[src/sreu_pkg.sv]
`timescale 1ns / 1ps
// ----------------------------------------------------------------------------
// sreu_pkg
// shared types and constants of the small risc execute unit
// ----------------------------------------------------------------------------
package sreu_pkg;

    localparam int MEM_BYTES = 4096;
    localparam int MEM_AW    = $clog2(MEM_BYTES);

    typedef enum logic [3:0] {
        ST_IDLE,
        ST_RDREG,
        ST_EXEC,
        ST_MEMRD,
        ST_MEMWAIT,
        ST_MEMWR,
        ST_DIV,
        ST_DONE
    } state_t;

    typedef struct packed {
        logic        start;
        logic [31:0] dividend;
        logic [31:0] divisor;
    } div_req_t;

    typedef struct packed {
        logic        busy;
        logic        done;
        logic [31:0] quotient;
        logic [31:0] remainder;
    } div_rsp_t;

    localparam logic [7:0] OP_NOP  = 8'd0;
    localparam logic [7:0] OP_LDB  = 8'd16;
    localparam logic [7:0] OP_LDH  = 8'd17;
    localparam logic [7:0] OP_LDW  = 8'd18;
    localparam logic [7:0] OP_LSB  = 8'd20;
    localparam logic [7:0] OP_LSH  = 8'd21;
    localparam logic [7:0] OP_LSW  = 8'd22;
    localparam logic [7:0] OP_STB  = 8'd24;
    localparam logic [7:0] OP_STH  = 8'd25;
    localparam logic [7:0] OP_STW  = 8'd26;
    localparam logic [7:0] OP_LDBI = 8'd32;
    localparam logic [7:0] OP_LDHI = 8'd33;
    localparam logic [7:0] OP_LDWI = 8'd34;
    localparam logic [7:0] OP_LSBI = 8'd36;
    localparam logic [7:0] OP_LSHI = 8'd37;
    localparam logic [7:0] OP_LSWI = 8'd38;
    localparam logic [7:0] OP_STBI = 8'd40;
    localparam logic [7:0] OP_STHI = 8'd41;
    localparam logic [7:0] OP_STWI = 8'd42;
    localparam logic [7:0] OP_ADD  = 8'd48;
    localparam logic [7:0] OP_SUB  = 8'd49;
    localparam logic [7:0] OP_AND  = 8'd50;
    localparam logic [7:0] OP_ORR  = 8'd51;
    localparam logic [7:0] OP_XOR  = 8'd52;
    localparam logic [7:0] OP_NOT  = 8'd53;
    localparam logic [7:0] OP_NEG  = 8'd54;
    localparam logic [7:0] OP_LSL  = 8'd55;
    localparam logic [7:0] OP_LSR  = 8'd56;
    localparam logic [7:0] OP_MUL  = 8'd57;
    localparam logic [7:0] OP_SMUL = 8'd58;
    localparam logic [7:0] OP_MOD  = 8'd59;
    localparam logic [7:0] OP_SMOD = 8'd60;
    localparam logic [7:0] OP_DIV  = 8'd61;
    localparam logic [7:0] OP_SDIV = 8'd62;
    localparam logic [7:0] OP_ADDI = 8'd64;
    localparam logic [7:0] OP_SUBI = 8'd65;
    localparam logic [7:0] OP_ANDI = 8'd66;
    localparam logic [7:0] OP_ORRI = 8'd67;
    localparam logic [7:0] OP_XORI = 8'd68;
    localparam logic [7:0] OP_LSLI = 8'd71;
    localparam logic [7:0] OP_LSRI = 8'd72;
    localparam logic [7:0] OP_MULI = 8'd73;
    localparam logic [7:0] OP_SMULI = 8'd74;
    localparam logic [7:0] OP_MODI = 8'd75;
    localparam logic [7:0] OP_SMODI = 8'd76;
    localparam logic [7:0] OP_DIVI = 8'd77;
    localparam logic [7:0] OP_SDIVI = 8'd78;
    localparam logic [7:0] OP_JMP  = 8'd80;
    localparam logic [7:0] OP_JME  = 8'd81;
    localparam logic [7:0] OP_JNE  = 8'd82;
    localparam logic [7:0] OP_JLT  = 8'd83;
    localparam logic [7:0] OP_JGT  = 8'd84;
    localparam logic [7:0] OP_JSME = 8'd97;
    localparam logic [7:0] OP_JSNE = 8'd98;
    localparam logic [7:0] OP_JSLT = 8'd99;
    localparam logic [7:0] OP_JSGT = 8'd100;
    localparam logic [7:0] OP_MOV  = 8'd112;
    localparam logic [7:0] OP_CAL  = 8'd160;
    localparam logic [7:0] OP_CAR  = 8'd161;
    localparam logic [7:0] OP_LEA  = 8'd162;
    localparam logic [7:0] OP_RET  = 8'd176;
    localparam logic [7:0] OP_INT  = 8'd192;
    localparam logic [7:0] OP_RINT = 8'd193;
    localparam logic [7:0] OP_POPI = 8'd194;
    localparam logic [7:0] OP_PSHI = 8'd195;
    localparam logic [7:0] OP_CSR  = 8'd240;

    localparam logic [3:0] LINK_REG = 4'd15;

endpackage

[src/sreu_div.sv]
`timescale 1ns / 1ps
// ----------------------------------------------------------------------------
// sreu_div
// radix-2 restoring unsigned divider, one quotient bit per cycle
// ----------------------------------------------------------------------------
module sreu_div (
    input  logic              aclk,
    input  logic              aresetn,
    input  sreu_pkg::div_req_t req,
    output sreu_pkg::div_rsp_t rsp
);

    logic [5:0]  cnt_reg, cnt_next;
    logic        busy_reg, busy_next;
    logic        done_reg, done_next;
    logic [31:0] quo_reg, quo_next;
    logic [31:0] rem_reg, rem_next;
    logic [31:0] dvs_reg, dvs_next;
    logic [32:0] trial;
    logic [32:0] shifted;

    always_comb begin
        cnt_next  = cnt_reg;
        busy_next = busy_reg;
        done_next = 1'b0;
        quo_next  = quo_reg;
        rem_next  = rem_reg;
        dvs_next  = dvs_reg;
        shifted   = {rem_reg, quo_reg[31]};
        trial     = shifted - {1'b0, dvs_reg};
        if (req.start) begin
            busy_next = 1'b1;
            cnt_next  = 6'd32;
            quo_next  = req.dividend;
            rem_next  = '0;
            dvs_next  = req.divisor;
        end else if (busy_reg) begin
            if (!trial[32]) begin
                rem_next = trial[31:0];
                quo_next = {quo_reg[30:0], 1'b1};
            end else begin
                rem_next = shifted[31:0];
                quo_next = {quo_reg[30:0], 1'b0};
            end
            cnt_next = cnt_reg - 6'd1;
            if (cnt_reg == 6'd1) begin
                busy_next = 1'b0;
                done_next = 1'b1;
            end
        end
    end

    always_ff @(posedge aclk) begin
        if (!aresetn) begin
            cnt_reg  <= '0;
            busy_reg <= 1'b0;
            done_reg <= 1'b0;
        end else begin
            cnt_reg  <= cnt_next;
            busy_reg <= busy_next;
            done_reg <= done_next;
        end
        quo_reg <= quo_next;
        rem_reg <= rem_next;
        dvs_reg <= dvs_next;
    end

    assign rsp.busy      = busy_reg;
    assign rsp.done      = done_reg;
    assign rsp.quotient  = quo_reg;
    assign rsp.remainder = rem_reg;

    a_done_after_busy: assert property (@(posedge aclk) disable iff (!aresetn)
        done_reg |-> $past(busy_reg)) else $error("divider done without busy");
    a_cnt_busy: assert property (@(posedge aclk) disable iff (!aresetn)
        (busy_reg && !req.start) |-> cnt_reg != 6'd0) else $error("divider count underflow");
    a_no_restart: assert property (@(posedge aclk) disable iff (!aresetn)
        req.start |=> busy_reg) else $error("divider failed to start");

endmodule

[config.mk]
export PLATFORM = sky130hd
export DESIGN_NAME = sreu_div
export DESIGN_NICKNAME = d
export VERILOG_FILES = /design/src/sreu_pkg.sv /design/src/sreu_div.sv
export SDC_FILE = /design/constraint.sdc
export NUM_CORES = 1
export LEC_CHECK = 0
export BUFFER_PORTS_ARGS = -buffer_cell sky130_fd_sc_hd__buf_4
export CAP_MARGIN = 15
export CELL_PAD_IN_SITES_DETAIL_PLACEMENT = 1
export CELL_PAD_IN_SITES_GLOBAL_PLACEMENT = 1
export CORE_MARGIN = 5
export CORE_UTILIZATION = 38
export DETAILED_ROUTE_END_ITERATION = 8
export GPL_TIMING_DRIVEN = 1
export PLACE_DENSITY_LB_ADDON = 0.25
export SYNTH_ARGS = -nofsm -noshare
export SYNTH_HDL_FRONTEND = slang
export SYNTH_SLANG_ARGS = --single-unit
export TNS_END_PERCENT = 100
[constraint.sdc]
create_clock -name aclk -period 2.8 [get_ports aclk]
set_clock_uncertainty 0.2 [all_clocks]
set_input_delay 0.56 -clock aclk [delete_from_list [all_inputs] [get_ports aclk]]
set_output_delay 0.56 -clock aclk [all_outputs]
set_load 0.005 [all_outputs]
==> results_dict.tcl <==
set metrics [dict create \
    grt_max_degree 64 \
    numClockSinks 104 \
    tritoncts "done" \
    synth_flop_cell "edfxtp_1" \
    rsz0062_at_grt "true" \
    post-route-util_pct 56.70 \
    holdPathStages 1 \
    drt_iter0_markers 277 \
    ff2ff_setup_slack_ps -300 \
    grt_usage_pct 21.26 \
    floorplan.die_area_sq_um 18500 \
    routed_wl_um 19920 \
    worstPathRequired_ps 2820 \
    rr_worst_depth 12 \
    ys.warnings.count 0 \
    whs_endpoint "dvs_reg[13]$_DFFE_PP_" \
    drive_gt1_share_pct 46.17 \
    hold_viol 0 \
    ir_drop_v 0.0004118 \
    final_cell_mix "246 x buf_4, 64 x edfxtp_1, 50 x nor2_1" \
    area_growth_pct 47.60 \
    critPathLaunchType "flop" \
    fin_cells 1052 \
    fmax_mhz 323.0 \
    r2r-end "rem_reg[28]$_SDFFE_PP0P_" \
    synth_top_cell_by_area "edfxtp_1" \
    clk_pin_slew_ps 90 \
    mappedNetlistArea_sq_um 6036 \
    setup_viol 33 \
    wl_per_cell_um 18.94 \
    final.period_utilization_pct 110.6 \
    cts_made_buffers 9 \
    hold_path_class "in -> reg" \
    die_x_um 136.0 \
    path_cells "inv_2, ha_4, fa_2, nor2b_2, o31a_1, o21a_1, o211a_4, o311ai_4, and2_4, buf_12, mux2i_1, a211oi_2" \
    avgSynthCellArea_sq_um 10.18 \
    drv_slew 0 \
    worst_path_largest_cell_delay_ps 410 \
    worst_slack_ps -296.3 \
    syn_nets 695 \
    failed_checks "setup timing" \
    ant_nets 0 \
    io_pins 133 \
    endpoint_kind "flop" \
    core_sq_um 15710 \
    relSlewSlack_pct 47.94 \
    mostFrequentLayoutCell "buf_4" \
    routed_via_density 5.261 \
    p_leak_nw 3.877 \
    cts_root_buf "clkbuf_16" \
    outcome "finished with violations" \
    seq_area_frac_synth_pct 45.11 \
    netlist.area_leader.share_pct 31.84 \
    synthesis.instances 593 \
    synth.distinct_cells 67 \
    finalNetCount 933 \
    firstDrtPassIters 4 \
    htree_levels 3 \
    clock_path_buffers 2 \
    synth_edf_count 64 \
    place_hpwl_um 14020 \
    rows 46 \
    period_needed_ps 3096 \
    insertion_delay_ps 370 \
    rr_startpoint "quo_reg[31]$_DFFE_PP_" \
    route.detailed.drc 0 \
    numPortBuffers 132 \
    powerDensity_nw_per_um2 514.3 \
    hold-worst-slack_ps 160.0 \
    n_antenna_cell 0 \
    initial_core_util_pct 38.41 \
    antenna_found_initial 0 \
    worst_pin_slew_ps 780.0 \
    async_flop_share_pct 0 \
    min_from "req[13]" \
    gr-total-overflow 0 \
    routabilityCongestion 0.8532 \
    cts.hold.buffers_added 0 \
    synthTopCellsByArea "edfxtp_1 32%, dfxtp_1 13%, ha_1 7.0%, mux2_2 5.8%, nor2_1 3.7%" \
    grt_pass1_vias 6069 \
    slowest_stage "edfxtp_1" \
    chipHeight_um 136.0 \
    grt_pass1_wl_um 31070 \
    crit_type "reg -> reg" \
    synth-seq-cells 104 \
    place_inst 1014 \
    drv_cap 0 \
    worstPathArrival_ps 3120 \
    vias 5535 \
    crit_fanout 6 \
]
## synthesized netlist by cell type (5+ instances only)
master and number:
a21o_1 11, xor2_1 11, o21a_1 8, o21ai_0 28
mux2i_1 9, nor2_1 59, xnor2_1 18, nor2b_1 6
nand3_1 5, edfxtp_1 64, mux2_2 31, nand2_1 34
dfxtp_1 40, and3_1 6, clkbuf_1 20, nor3_1 14
inv_1 42, a211oi_1 23, a21oi_1 39, nand4_1 8
ha_1 34, o211ai_1 6
## cell type report
type                            count  area [sq um]
Fill cell                        1722          6804
Inverter                           42         157.7
Clock buffer                       10         239.0
Timing Repair Buffer              258          2041
Clock inverter                      6         58.81
Multi-Input combinational cell    416          3418
Sequential cell                   104          2724
Tap cell                          216         270.3
## timing repair
| item | in CTS | in global routing |
|---|---|---|
| setup endpoints to repair | 33 | 33 |
| gates resized for setup | 53 | 49 |
| gates cloned | 3 | 0 |
| pin swaps | 24 | 31 |
| buffers inserted | 14 | 5 |
## metal layers
layer	wire (um)	vias to the layer above	GRT usage, %
met4	344	0	5.431
met2	10320	151	37.67
li1	-	2634	-
met5	0	-	0
met3	1437	29	8.179
met1	7825	2721	23.98
## power by group
part / internal, mW / leakage [nW] / switching [mW] / total (mW)
Sequential: 1.77 / 0.965 / 0.0749 / 1.85
Clock: 0.652 / 0.145 / 0.641 / 1.29
Combinational: 0.716 / 2.77 / 0.724 / 1.44
## stage by stage
stage          total power [mW]  setup slack, ps  setup TNS (ps)  instance area [sq um]
5_1_grt                   4.834           -433.2          -11070                   8909
2_1_floorplan             2.541           -90.35          -477.0                   6087
4_1_cts                   4.533           -268.2           -6955                   8633
3_3_place_gp              3.086           -254.3           -6587                   7936
3_5_place_dp              3.131           -361.0           -9719                   7936
6_report                  4.582           -296.3           -7377                   8909
## worst max path at each step
stage / startpoint / to / slack (ps) / depth (start not counted)
2_1_floorplan: quo_reg[31]$_DFFE_PP_ / rem_reg[30]$_SDFFE_PP0P_ / -90 / 13
3_3_place_gp: quo_reg[31]$_DFFE_PP_ / rem_reg[22]$_SDFFE_PP0P_ / -250 / 11
3_5_place_dp: quo_reg[31]$_DFFE_PP_ / rem_reg[28]$_SDFFE_PP0P_ / -360 / 11
4_1_cts: quo_reg[31]$_DFFE_PP_ / rem_reg[28]$_SDFFE_PP0P_ / -270 / 12
5_1_grt: dvs_reg[0]$_DFFE_PP_ / rem_reg[18]$_SDFFE_PP0P_ / -430 / 12
6_report: quo_reg[31]$_DFFE_PP_ / rem_reg[28]$_SDFFE_PP0P_ / -300 / 12
## kinds of logic (layout without fill, tap and decap cells)
logic type / count (synthesis) / after routing / share of synthesized area, %
xor+xnor: 29 / 29 / 4.208
simple gates: 152 / 153 / 11.90
compound gates: 159 / 159 / 18.41
mux: 40 / 40 / 7.276
flops: 104 / 104 / 45.11
fa+ha+maj: 35 / 35 / 7.380
buf+inv: 74 / 316 / 5.721
## worst max-delay path, delay by kind of cell, from the launching register on
kind / cells / cell delay, ps
AO/OA/AOI/OAI: 5 / 1190
flip-flops: 1 / 410
adder cells (fa/ha/maj): 2 / 350
AND/OR/NAND/NOR: 2 / 340
buffers and inverters: 2 / 250
multiplexers: 1 / 220
No activity file was read; power rests on OpenSTA's default activity.
